File: config.mk
export PLATFORM = sky130hd
export DESIGN_NAME = sse_data_field_parser_top
export DESIGN_NICKNAME = d
export VERILOG_FILES = /design/src/rtl/sdfp_pkg.sv /design/src/rtl/sse_data_field_parser_top.sv
export SDC_FILE = /design/constraint.sdc
export NUM_CORES = 1
export LEC_CHECK = 0
export BUFFER_PORTS_ARGS = -buffer_cell sky130_fd_sc_hd__buf_4
export CAP_MARGIN = 30
export CORE_UTILIZATION = 40
export DETAILED_ROUTE_END_ITERATION = 7
export PLACE_DENSITY = 0.58
export SYNTH_ARGS = -nofsm -noshare
export SYNTH_HDL_FRONTEND = slang
export SYNTH_SLANG_ARGS = --single-unit
File: constraint.sdc
create_clock -name aclk -period 2.25 [get_ports aclk]
set_input_delay 0.1125 -clock aclk [delete_from_list [all_inputs] [get_ports aclk]]
set_output_delay 0.1125 -clock aclk [all_outputs]
set_load 0.01 [all_outputs]
File: src/rtl/sdfp_pkg.sv
// shared types and character constants for the event-stream data field parser
`default_nettype none

package sdfp_pkg;

    // line parser position
    typedef enum logic [1:0] {
        MODE_START = 2'd0,
        MODE_NAME  = 2'd1,
        MODE_VALUE = 2'd2,
        MODE_SKIP  = 2'd3
    } mode_t;

    // result word kinds
    localparam logic KIND_PAYLOAD = 1'b0;
    localparam logic KIND_MARKER  = 1'b1;

    // input word ops
    localparam logic OP_BYTE   = 1'b0;
    localparam logic OP_FINISH = 1'b1;

    localparam logic [7:0] CHAR_COLON = 8'h3A;
    localparam logic [7:0] CHAR_SPACE = 8'h20;
    localparam logic [7:0] CHAR_CR    = 8'h0D;
    localparam logic [7:0] CHAR_LF    = 8'h0A;

    // length of the field name that is passed on
    localparam logic [2:0] NAME_LEN = 3'd4;

    // one queued result word
    typedef struct packed {
        logic       kind;
        logic [7:0] value;
        logic       last;
    } result_t;

    // characters of the field name "data"
    function automatic logic [7:0] name_char(input logic [1:0] idx);
        logic [7:0] c;
        case (idx)
            2'd0:    c = 8'h64;
            2'd1:    c = 8'h61;
            2'd2:    c = 8'h74;
            2'd3:    c = 8'h61;
            default: c = 8'h61;
        endcase
        return c;
    endfunction

endpackage

`default_nettype wire

File: src/rtl/sse_data_field_parser_top.sv
// event-stream data field parser: line state machine and two-word result queue
//
//  channel | ports                               | direction
//  --------+-------------------------------------+----------
//  input   | s_valid s_ready s_op s_in_byte      | in
//  result  | m_valid m_ready m_kind m_out_byte   | out
//          | m_last                              |
//
// one input word per cycle while s_ready is high; its results sit in the result queue in the next cycle.
// a word that yields two results (held CR plus a payload byte, or joining LF
// or held CR plus event marker) holds the input until its first result leaves.
// s_ready is high when the queue is empty, or holds one word that leaves now.
// aresetn clears the line state, the event flags and the queue.
`default_nettype none

module sse_data_field_parser_top
    import sdfp_pkg::*;
(
    input  wire logic       aclk,
    input  wire logic       aresetn,
    input  wire logic       s_valid,
    output logic            s_ready,
    input  wire logic       s_op,
    input  wire logic [7:0] s_in_byte,
    output logic            m_valid,
    input  wire logic       m_ready,
    output logic            m_kind,
    output logic [7:0]      m_out_byte,
    output logic            m_last
);

    // line and event state
    mode_t      mode_reg, mode_next;
    logic [2:0] pos_reg, pos_next;
    logic       mismatch_reg, mismatch_next;
    logic       skip_sp_reg, skip_sp_next;
    logic       cr_reg, cr_next;
    logic       open_reg, open_next;
    logic       nonempty_reg, nonempty_next;

    // result queue
    result_t    slot_reg [2];
    result_t    slot_next [2];
    logic [1:0] count_reg, count_next;

    // per-word results
    result_t    res [2];
    logic [1:0] n_res;
    logic       is_data;
    logic       accept;
    logic       pop;
    logic [7:0] b;

    assign b      = s_in_byte;
    assign pop    = m_valid && m_ready;
    assign s_ready = (count_reg == 2'd0) || ((count_reg == 2'd1) && m_ready);
    assign accept = s_valid && s_ready;

    // word step: next line state and results
    always_comb begin
        mode_next     = mode_reg;
        pos_next      = pos_reg;
        mismatch_next = mismatch_reg;
        skip_sp_next  = skip_sp_reg;
        cr_next       = cr_reg;
        open_next     = open_reg;
        nonempty_next = nonempty_reg;
        res[0]        = '{kind: KIND_PAYLOAD, value: 8'h00, last: 1'b0};
        res[1]        = '{kind: KIND_PAYLOAD, value: 8'h00, last: 1'b0};
        n_res         = 2'd0;
        is_data       = 1'b0;

        if (s_op == OP_FINISH) begin
            if (mode_reg == MODE_VALUE && cr_reg) begin
                res[n_res[0]] = '{kind: KIND_PAYLOAD, value: CHAR_CR, last: 1'b0};
                n_res = n_res + 2'd1;
                nonempty_next = 1'b1;
            end else if (mode_reg == MODE_NAME || (mode_reg == MODE_START && cr_reg)) begin
                // trailing name that may still be the data field
                is_data = !mismatch_reg && !cr_reg && (pos_reg == NAME_LEN);
                if (is_data) begin
                    if (nonempty_next) begin
                        res[n_res[0]] = '{kind: KIND_PAYLOAD, value: CHAR_LF, last: 1'b0};
                        n_res = n_res + 2'd1;
                    end
                    open_next = 1'b1;
                end
            end
            // close the event
            if (open_next) begin
                res[n_res[0]] = '{kind: KIND_MARKER, value: 8'h00, last: 1'b0};
                n_res = n_res + 2'd1;
            end
            open_next     = 1'b0;
            nonempty_next = 1'b0;
            mode_next     = MODE_START;
            pos_next      = 3'd0;
            mismatch_next = 1'b0;
            skip_sp_next  = 1'b0;
            cr_next       = 1'b0;
        end else if (mode_reg == MODE_SKIP) begin
            if (b == CHAR_LF) begin
                mode_next = MODE_START;
                pos_next = 3'd0;
                mismatch_next = 1'b0;
                skip_sp_next = 1'b0;
                cr_next = 1'b0;
            end
        end else if (mode_reg == MODE_VALUE) begin
            if (b == CHAR_LF) begin
                mode_next = MODE_START;
                pos_next = 3'd0;
                mismatch_next = 1'b0;
                skip_sp_next = 1'b0;
                cr_next = 1'b0;
            end else begin
                // a held CR that is not followed by LF is payload
                if (cr_reg) begin
                    res[n_res[0]] = '{kind: KIND_PAYLOAD, value: CHAR_CR, last: 1'b0};
                    n_res = n_res + 2'd1;
                    nonempty_next = 1'b1;
                end
                cr_next = 1'b0;
                if (b == CHAR_CR) begin
                    cr_next = 1'b1;
                end else if (!(skip_sp_reg && b == CHAR_SPACE)) begin
                    res[n_res[0]] = '{kind: KIND_PAYLOAD, value: b, last: 1'b0};
                    n_res = n_res + 2'd1;
                    nonempty_next = 1'b1;
                end
                skip_sp_next = 1'b0;
            end
        end else begin
            // line start or field name
            if (mode_reg == MODE_START && !cr_reg && b == CHAR_COLON) begin
                mode_next = MODE_SKIP;
            end else if (mode_reg == MODE_START && b == CHAR_LF) begin
                // blank line
                if (open_reg) begin
                    res[n_res[0]] = '{kind: KIND_MARKER, value: 8'h00, last: 1'b0};
                    n_res = n_res + 2'd1;
                end
                open_next     = 1'b0;
                nonempty_next = 1'b0;
                mode_next     = MODE_START;
                pos_next      = 3'd0;
                mismatch_next = 1'b0;
                skip_sp_next  = 1'b0;
                cr_next       = 1'b0;
            end else if (b == CHAR_LF || b == CHAR_COLON) begin
                // end of field name
                is_data = !mismatch_reg && !cr_reg && (pos_reg == NAME_LEN);
                if (is_data) begin
                    if (nonempty_reg) begin
                        res[n_res[0]] = '{kind: KIND_PAYLOAD, value: CHAR_LF, last: 1'b0};
                        n_res = n_res + 2'd1;
                    end
                    open_next = 1'b1;
                end
                cr_next       = 1'b0;
                mismatch_next = mismatch_reg || cr_reg;
                if (b == CHAR_LF) begin
                    mode_next     = MODE_START;
                    pos_next      = 3'd0;
                    mismatch_next = 1'b0;
                    skip_sp_next  = 1'b0;
                end else if (is_data) begin
                    mode_next    = MODE_VALUE;
                    skip_sp_next = 1'b1;
                end else begin
                    mode_next = MODE_SKIP;
                end
            end else begin
                // name byte; a held CR spoils the name
                if (cr_reg) begin
                    mismatch_next = 1'b1;
                    cr_next       = 1'b0;
                    mode_next     = MODE_NAME;
                end
                if (b == CHAR_CR) begin
                    cr_next = 1'b1;
                end else begin
                    mode_next = MODE_NAME;
                    if (pos_reg < NAME_LEN && b == name_char(pos_reg[1:0])) begin
                        pos_next = pos_reg + 3'd1;
                    end else begin
                        mismatch_next = 1'b1;
                    end
                end
            end
        end

        // flag the final result of this word
        if (n_res == 2'd1) begin
            res[0].last = 1'b1;
        end else if (n_res == 2'd2) begin
            res[1].last = 1'b1;
        end
    end

    // result queue update
    always_comb begin
        slot_next[0] = slot_reg[0];
        slot_next[1] = slot_reg[1];
        count_next   = count_reg;
        if (accept) begin
            slot_next[0] = res[0];
            slot_next[1] = res[1];
            count_next   = n_res;
        end else if (pop) begin
            slot_next[0] = slot_reg[1];
            count_next   = count_reg - 2'd1;
        end
    end

    // control registers
    always_ff @(posedge aclk) begin
        if (!aresetn) begin
            mode_reg     <= MODE_START;
            pos_reg      <= 3'd0;
            mismatch_reg <= 1'b0;
            skip_sp_reg  <= 1'b0;
            cr_reg       <= 1'b0;
            open_reg     <= 1'b0;
            nonempty_reg <= 1'b0;
            count_reg    <= 2'd0;
        end else begin
            if (accept) begin
                mode_reg     <= mode_next;
                pos_reg      <= pos_next;
                mismatch_reg <= mismatch_next;
                skip_sp_reg  <= skip_sp_next;
                cr_reg       <= cr_next;
                open_reg     <= open_next;
                nonempty_reg <= nonempty_next;
            end
            count_reg <= count_next;
        end
    end

    // result payload registers
    always_ff @(posedge aclk) begin
        slot_reg[0] <= slot_next[0];
        slot_reg[1] <= slot_next[1];
    end

    // result port
    assign m_valid    = (count_reg != 2'd0);
    assign m_kind     = slot_reg[0].kind;
    assign m_out_byte = slot_reg[0].value;
    assign m_last     = slot_reg[0].last;

    // checks
    a_count_range: assert property (@(posedge aclk) disable iff (!aresetn)
        count_reg != 2'd3)
        else $error("result queue overfilled");

    a_second_last: assert property (@(posedge aclk) disable iff (!aresetn)
        (count_reg == 2'd2) |-> (slot_reg[1].last && !slot_reg[0].last))
        else $error("two-word result flagged wrongly");

    a_marker_zero: assert property (@(posedge aclk) disable iff (!aresetn)
        (m_valid && m_kind == KIND_MARKER) |-> (m_out_byte == 8'h00 && m_last))
        else $error("event marker malformed");

    a_nonempty_open: assert property (@(posedge aclk) disable iff (!aresetn)
        nonempty_reg |-> open_reg)
        else $error("payload seen outside an open event");

    a_finish_resets_line: assert property (@(posedge aclk) disable iff (!aresetn)
        (accept && s_op == OP_FINISH) |=>
            (mode_reg == MODE_START && !cr_reg && !open_reg && !nonempty_reg))
        else $error("finish did not reset line state");

endmodule

`default_nettype wire
Word level (Yosys, flattened, before mapping):

Memories as Yosys holds them, arrays and structs flattened.
Cells that the tools add are included.

* register bits after elaboration: 12
* latch bits: 0
* memory bits (writable): 20
* memory bits (read-only): 0
* bits of input ports: 13
* output and inout bits: 12
* logic and storage cells: 216
* memories: 1

* add/sub/neg operators: 4
* $mul: 0
* div/mod/pow operators: 0
* order comparisons: 5
* equal/unequal tests: 24
* shifts and indexed selects: 0
* muxes and demuxes: 131
* bitwise gates (word level): 5
* reduce and logical (&&, ||, !) cells: 38

Memories
* slot_reg: words 2, bits a word 10, read ports 2, clocked after memory_dff 0, wr ports 2, line sse_data_field_parser_top.sv:42 `result_t slot_reg [2];`

Operator list (count)
* $mux W10: 16
* $mux W20: 6
* $mux W2: 30
* $mux W8: 7
* $mux W1: 54
* $mux W3: 9
* $mux W5: 5
* $pmux W8 S3: 1
* $bwmux W20: 1
* $demux W10 S1: 2
* $and A18 B18 Y18: 1
* $not A18 Y18: 1
* $eq A8 B4 Y1 const B: 2
* $eq A8 B6 Y1 const B: 2
* $reduce_and A5 Y1: 3
* $logic_and A1 B1 Y1: 14
* $eq A2 B2 Y1 const B: 5
* $reduce_bool A5 Y1: 2
* $eq A2 B1 Y1 const B: 4
* $eq A8 B8 Y1: 1
* $ne A8 B8 Y1 const B: 1
* $logic_not A2 Y1: 3
* $ne A2 B2 Y1 const B: 3
* $ne A3 B3 Y1 const B: 2
* 21 further kinds: 32

Logic depth before layout (Yosys ltp):

Gate-level depths: netlist (run 1).

* depth after elaboration: 20
* gate-level depth with buffers: 10
* depth with buffers taken out: 10

Least setup slack after synthesis (run 1):

OpenSTA, ideal clock, no wires.

* kind: reg2reg
* from: register pos_reg[0]
* to: register count_reg[1]
* setup time: 115 ps
* arrival: 1937 ps
* required time: 2135 ps
* setup slack: 198 ps
* stages on the path, launching flop included: 10
* path buffers: 0
* clock period less this slack: 2052 ps
* cells stage by stage: dfxtp_1 inv_1 ha_1 and4bb_2 a31o_2 ha_1 and2_1 a311oi_1 a211oi_1 o21a_1

* longest elaborated chain between the ends: 10
* elaborated cells between the ends (all ways): 14
* those cells by class: add/sub (1); eq/ne (1); mux (11); reduce/logical (1)

RTL lines
* from (decl): line sse_data_field_parser_top.sv:34 `logic [2:0] pos_reg, pos_next;`
* from (signal assigned): line sse_data_field_parser_top.sv:230 `pos_reg <= pos_next;`
* $eq A3 B3 Y1 (*): line sse_data_field_parser_top.sv:80 `is_data = !mismatch_reg && !cr_reg && (pos_reg == NAME_LEN);`
* $logic_and A1 B1 Y1 (*): line sse_data_field_parser_top.sv:80
* $mux W2: line sse_data_field_parser_top.sv:81 `if (is_data) begin`
* $mux W2: line sse_data_field_parser_top.sv:78 `end else if (mode_reg == MODE_NAME || (mode_reg == MODE_START && cr_reg)) begin`
* $mux W2: line sse_data_field_parser_top.sv:74 `if (mode_reg == MODE_VALUE && cr_reg) begin`
* $mux W2: line sse_data_field_parser_top.sv:73 `if (s_op == OP_FINISH) begin`
* $add A2 B1 Y2: line sse_data_field_parser_top.sv:92 `n_res = n_res + 2'd1;`
* $mux W2 (*): line sse_data_field_parser_top.sv:90 `if (open_next) begin`
* $mux W2 (*): line sse_data_field_parser_top.sv:73
* $mux W2 (*): line sse_data_field_parser_top.sv:206 `if (accept) begin`
* to (signal assigned): line sse_data_field_parser_top.sv:237 `count_reg <= count_next;`
* to (decl): line sse_data_field_parser_top.sv:44 `logic [1:0] count_reg, count_next;`

Every way passes the cells marked *; elsewhere a longest branch is shown, timed or not. The select of a mux whose other input is x is not followed.
A chain may end at the register's enable or synchronous reset.

Worst setup path after layout (run 1):

Ends and elaborated chain as after synthesis.

==> results of run 1 <==
## metal layers
metal / part of all wire / GRT usage / wire length [um]
met1: 0.50 / 0.248 / 2470
met2: 0.44 / 0.271 / 2170
met3: 0.043 / 0.0335 / 211
met4: 0.017 / 0.0788 / 82
met5: 0 / 0 / 0
## cells in the mapped netlist, types with 6 or more instances
master    number
nand2_1       16
o21ai_0        9
dfxtp_1       12
a21oi_1       16
inv_1         11
ha_1          11
buf_4          8
nor2_1        18
nor3_1         7
and2_1        10
nand3_1        6
clkbuf_1       9
edfxtp_1      20
## cell type report
| class | instances | area (um^2) | share of cell area |
|---|---|---|---|
| Clock buffer | 7 | 76.3 | 0.0303 |
| Tap cell | 70 | 87.6 | 0.0347 |
| Inverter | 11 | 41.3 | 0.0164 |
| Multi-Input combinational cell | 171 | 1200 | 0.476 |
| Clock inverter | 1 | 5.00 | 0.00198 |
| Timing Repair Buffer | 36 | 270 | 0.107 |
| Sequential cell | 32 | 841 | 0.333 |
## cell families (layout without fill, tap and decap cells)
family / count (synthesis) / count (layout) / synth area share
and+or+nand+nor: 88 / 88 / 0.235
AOI/OAI and AO/OA: 66 / 66 / 0.218
buffers and inverters: 34 / 55 / 0.0797
DFF: 32 / 32 / 0.380
adders and majority gates: 11 / 11 / 0.0622
xor gates and xnor gates: 4 / 4 / 0.0158
muxes: 2 / 2 / 0.00905
## power groups by stage
stage / clock network [mW] / registers [mW] / logic [mW]
6_report: 0.423 / 0.738 / 0.359
5_1_grt: 0.460 / 0.743 / 0.396
4_1_cts: 0.438 / 0.738 / 0.360
3_5_place_dp: 0 / 0.750 / 0.359
3_3_place_gp: 0 / 0.749 / 0.359
2_1_floorplan: 0 / 0.744 / 0.256
## per-stage QoR
step | setup slack [ns] | cell area [um^2]
after global placement | 0.167 | 2430
final | 0.112 | 2520
after floorplan | 0.198 | 2210
after detailed placement | 0.122 | 2430
after global routing | 0.00288 | 2520
after CTS | 0.100 | 2520
## final timing paths
check                                   from      endpoint  slack [ns]  cells past startpoint
worst max-delay path              pos_reg[0]  count_reg[1]        0.11                      9
worst max register to register    pos_reg[0]  count_reg[1]        0.11                      9
worst min register to register  mismatch_reg  mismatch_reg        0.49                      2
worst min-delay path                 aresetn  count_reg[1]        0.14                      2
## layout by cell type (no fill, tap or decap), drive strengths merged, types with 3 or more instances in the layout
| cell | n |
|---|---|
| and4b | 3 |
| a21oi | 17 |
| nand3 | 6 |
| a22o | 4 |
| nor3 | 7 |
| dfxtp | 12 |
| ha | 11 |
| inv | 11 |
| nand4 | 3 |
| edfxtp | 20 |
| buf | 36 |
| clkbuf | 7 |
| nor4 | 4 |
| a21o | 4 |
| nand2 | 16 |
| a21boi | 3 |
| o211ai | 4 |
| and3 | 3 |
| and2 | 12 |
| nor2 | 18 |
| o21ai | 9 |
## what timing repair did
item | 4_1_cts | 5_1_grt
gates resized for setup | 0 | 1
buffers inserted | 0 | 0
setup endpoints to repair | 0 | 1
==> flow_summary.ini, run 1 <==
[outcome]
status = complete, no violations

[power]
clkPwrFrac = 0.278
power_density_mw_per_mm2 = 603
cell_internal_pwr_mw = 1.08
p_seq_frac = 0.485
total_power_mw = 1.52
p_sw_mw = 0.437
swShare = 0.288
p_leak_nw = 1.00
ir_drop_v = 0.000256
combPwrFrac = 0.236

[critical_path]
worstPathArrival_ns = 2.32
cp-start-kind = register
critPathSlowestCell = dfxtp_1
crit_top_cell = ha_1
path_buf_inv = 1
critPathMaxStageDelay_ns = 0.38
crit_chain = inv_1 > ha_1 > and4bb_2 > a31o_2 > ha_1 > and2_1 > a311oi_2 > a211oi_1 > o21a_1
required_ns = 2.43
end_kind = register
path_delay_family = compound AO/OA/AOI/OAI gates
criticalPathCategory = register to register
worstPathMaxFanout = 4

[timing]
fin_crit_ns = 2.14
worstMarginPinSlew_ns = 0.426
relSlewSlack = 0.716
hold_violations = 0
finalSetupViolCount = 0
finalClockSkew_ns = 0.0100
fin_tns_setup_ns = 0
drv_slew = 0
timing.final.crit_share = 0.950
fmax_mhz = 468
hold_slack_ns = 0.141
rsz0062_at_grt = no

[yosys]
syn_area_mm2 = 0.00221
async_reset_ff_frac = 0
synth_edf_count = 20
synth.largest_area_cell = edfxtp_1
ys_types = 67
seq_area_frac_synth = 0.380
synth_top_area_frac = 0.271
yosys_register_bits = 32
ys_top_cells_by_area = edfxtp_1 (27%), dfxtp_1 (11%), ha_1 (6.2%)
syn_inst = 237
ys_warn_count = 0
syn_area_per_cell_um2 = 9.33
syn-num-nets = 261
ys.flop_type = edfxtp_1

[detailed_routing]
wl_per_cell_um = 15.0
drc_errors = 0
vias = 1803
ant_nets = 0
vias_per_cell = 5.50
drt-pass1-iter-count = 5
drt_iter0_markers = 104
drt_wl_total_mm = 4.93

[placement]
port_buffers = 24
gp_congestion = 0.866
placedCellCount = 320
hpwlAfterDp_mm = 3.66

[die]
fp.coreArea_mm2 = 0.00520
die_area_mm2 = 0.00583
die_h_um = 76.4
rows = 26
start_util = 0.425
ios = 25
die_width_um = 76.4

[clocking]
clkLatencyLatePin_ns = 0.29
cts_tree = built
cts_max_path_buffers = 2
hold_buffers = 0
htree_levels = 2
numCtsBuffers = 5
clock_sinks = 32
cts-root-buf = clkbuf_8
clk_pin_slew_ns = 0.06

[layout]
final_core_util = 0.485
largest_reg_flops = 20
syn_to_final_growth_pct = 14.0
fin_cells = 328
fin_nets = 281
nFillCells = 518
drive_above_1_share = 0.244
antenna_cells = 0

[grt]
grt_overflow = 0
grt_use_total = 0.179
grt_pass1_vias = 1711
grt_max_degree = 20
antenna_found_initial = 0
grt_pass1_wl_mm = 8.27

[hold_path]
min_path_type = input pin to register

[job]
maxCapViolCount = 0
(Power assumes the default switching activity.)
==> run 2, diff against run 1 <==
--- a/config.mk
+++ b/config.mk
@@ -7,9 +7,9 @@
 export LEC_CHECK = 0
 export BUFFER_PORTS_ARGS = -buffer_cell sky130_fd_sc_hd__buf_4
 export CAP_MARGIN = 30
-export CORE_UTILIZATION = 40
+export CORE_UTILIZATION = 58
 export DETAILED_ROUTE_END_ITERATION = 7
-export PLACE_DENSITY = 0.58
+export PLACE_DENSITY = 0.84
 export SYNTH_ARGS = -nofsm -noshare
 export SYNTH_HDL_FRONTEND = slang
 export SYNTH_SLANG_ARGS = --single-unit
==> run 2 against run 1 <==
  * Sequential power barely moved
  * Fmax fell by 1.4%
  * Largest power group unchanged
  * Register-to-register slack got worse by 0.03 ns
  * Largest cell class unchanged
  * Total power rose by 7.3%
  * Critical path depth did not move
==> flow_summary.ini, run 2 (synthesis gave the netlist of run 1 again) <==
[outcome]
status = complete, no violations

[detailed_routing]
drt-pass1-iter-count = 4
met2WireLength_mm = 2.27
drc_errors = 0
vias = 1871
ant_nets = 0
drt_wl_total_mm = 4.76
dr.max_layer_used = met4
wl_met3_um = 283
wl_met1_mm = 2.09
drt_iter0_markers = 150
vias_per_cell = 6.17
wl_per_cell_um = 15.7

[layout]
largest_reg_flops = 20
fin_nets = 278
syn_to_final_growth_pct = 13.0
fin_cells = 303
mostFrequentLayoutCell = buf_4
drive_above_1_share = 0.239
antenna_cells = 0
final_cell_mix = buf_4 (33), edfxtp_1 (20), nor2_1 (18), nand2_1 (16), a21oi_1 (16)

[timing]
fin_crit_ns = 2.17
finalClockSkew_ns = 0.0114
relSlewSlack = 0.553
drv_slew = 0
worstMarginPinSlew_ns = 0.665
finalSetupViolCount = 0
fmax_mhz = 461
fin_tns_setup_ns = 0
hold_slack_ns = 0.136
hold_violations = 0
timing.final.crit_share = 0.964

[die]
fp.coreArea_mm2 = 0.00366
die_width_um = 63.8
rows = 22
die_h_um = 63.8
ios = 25
start_util = 0.604
die_area_mm2 = 0.00406

[power]
swShare = 0.269
ir_drop_v = 0.000344
cell_internal_pwr_mw = 1.19
clkPwrFrac = 0.324
p_sw_mw = 0.439
combPwrFrac = 0.223
power_density_mw_per_mm2 = 653
p_seq_frac = 0.453
p_leak_nw = 0.999

[clocking]
cts-root-buf = clkbuf_8
clock_sinks = 32
clkLatencyLatePin_ns = 0.29
clk_pin_slew_ns = 0.07
numCtsBuffers = 5
htree_levels = 2
cts_max_path_buffers = 2
hold_buffers = 0
cts_tree = built

[grt]
grt_pass1_wl_mm = 8.02
grt_pass1_vias = 1670
grt_use_total = 0.254
grt_max_degree = 20
antenna_found_initial = 0
grt_overflow = 0

[critical_path]
end_kind = register
cp-start-kind = register
reg2reg_from = pos_reg[0]
required_ns = 2.43
startpoint = pos_reg[0]
reg2reg_to = count_reg[1]
criticalPathCategory = register to register
worstPathArrival_ns = 2.35
reg2reg_slack_ns = 0.08
worstPathMaxFanout = 5
r2r_cells = 9

[placement]
gp_congestion = 0.940
hpwlAfterDp_mm = 3.56
placedCellCount = 295
port_buffers = 24

[hold_path]
holdPathEnd = count_reg[1]
whs_path_depth = 2
min_path_type = input pin to register
min_from = aresetn

[job]
maxCapViolCount = 0
-- run 2: cell count changes in the layout (fill, tap and decap cells not counted), sizes merged --
| cell | delta |
|---|---|
| clkinv | +1 |
| bufinv | +1 |
| clkbuf | -2 |
| buf | -3 |
-- run 2: worst max-delay path by stage --
stage / end / slack (ns) / cells after the start
6_report: count_reg[1] / 0.08 / 9
5_1_grt: count_reg[1] / -0.04 / 10
4_1_cts: count_reg[1] / 0.07 / 9
3_5_place_dp: count_reg[1] / 0.09 / 9
3_3_place_gp: count_reg[1] / 0.12 / 9
2_1_floorplan: count_reg[1] / 0.20 / 9
-- run 2: layout make-up --
class / instances / area (um^2)
multi-input cells: 171 / 1200
well taps: 48 / 60.1
flip-flops and latches: 32 / 842
repair buffers: 33 / 248
clock buffers: 5 / 68.8
inverters: 11 / 41.3
clock inverters: 3 / 37.5
fillers: 294 / 1160
-- run 2: per-layer routing --
metal,GRT usage,vias to the layer above
li1,-,908
met2,0.408,77
met5,0,-
met1,0.342,874
met3,0.0429,12
met4,0.0938,0
-- run 2: stage by stage --
stage               power [mW]  worst slack, ns  utilization  cell area, um^2
global placement          1.10            0.120        0.651             2380
global route              1.71          -0.0371        0.683             2500
detailed placement        1.11           0.0925        0.651             2380
CTS                       1.64           0.0699        0.680             2490
floorplan                 1.00            0.198            -             2210
finish                    1.63           0.0811        0.683             2500
-- run 2: worst max-delay path, cell delays in order, from the launching register on --
cell and delay [ns]:
dfxtp_1 0.38, inv_1 0.08, ha_1 0.19, and4bb_2 0.27, a31o_2 0.27, ha_1 0.20, and2_1 0.19, a311oi_2 0.24
a211oi_1 0.08, o21a_1 0.17
-- run 2: timing repair --
action	in CTS	in global routing
setup endpoints to repair	0	1
buffers inserted	0	0
gates resized for setup	0	2
hold endpoints to repair	0	0
-- run 2: power groups by stage --
stage | clock (mW) | combinational [mW] | sequential, mW
6_report | 0.529 | 0.364 | 0.738
3_5_place_dp | 0 | 0.363 | 0.751
5_1_grt | 0.571 | 0.399 | 0.744
4_1_cts | 0.540 | 0.363 | 0.739
3_3_place_gp | 0 | 0.353 | 0.747
2_1_floorplan | 0 | 0.256 | 0.744
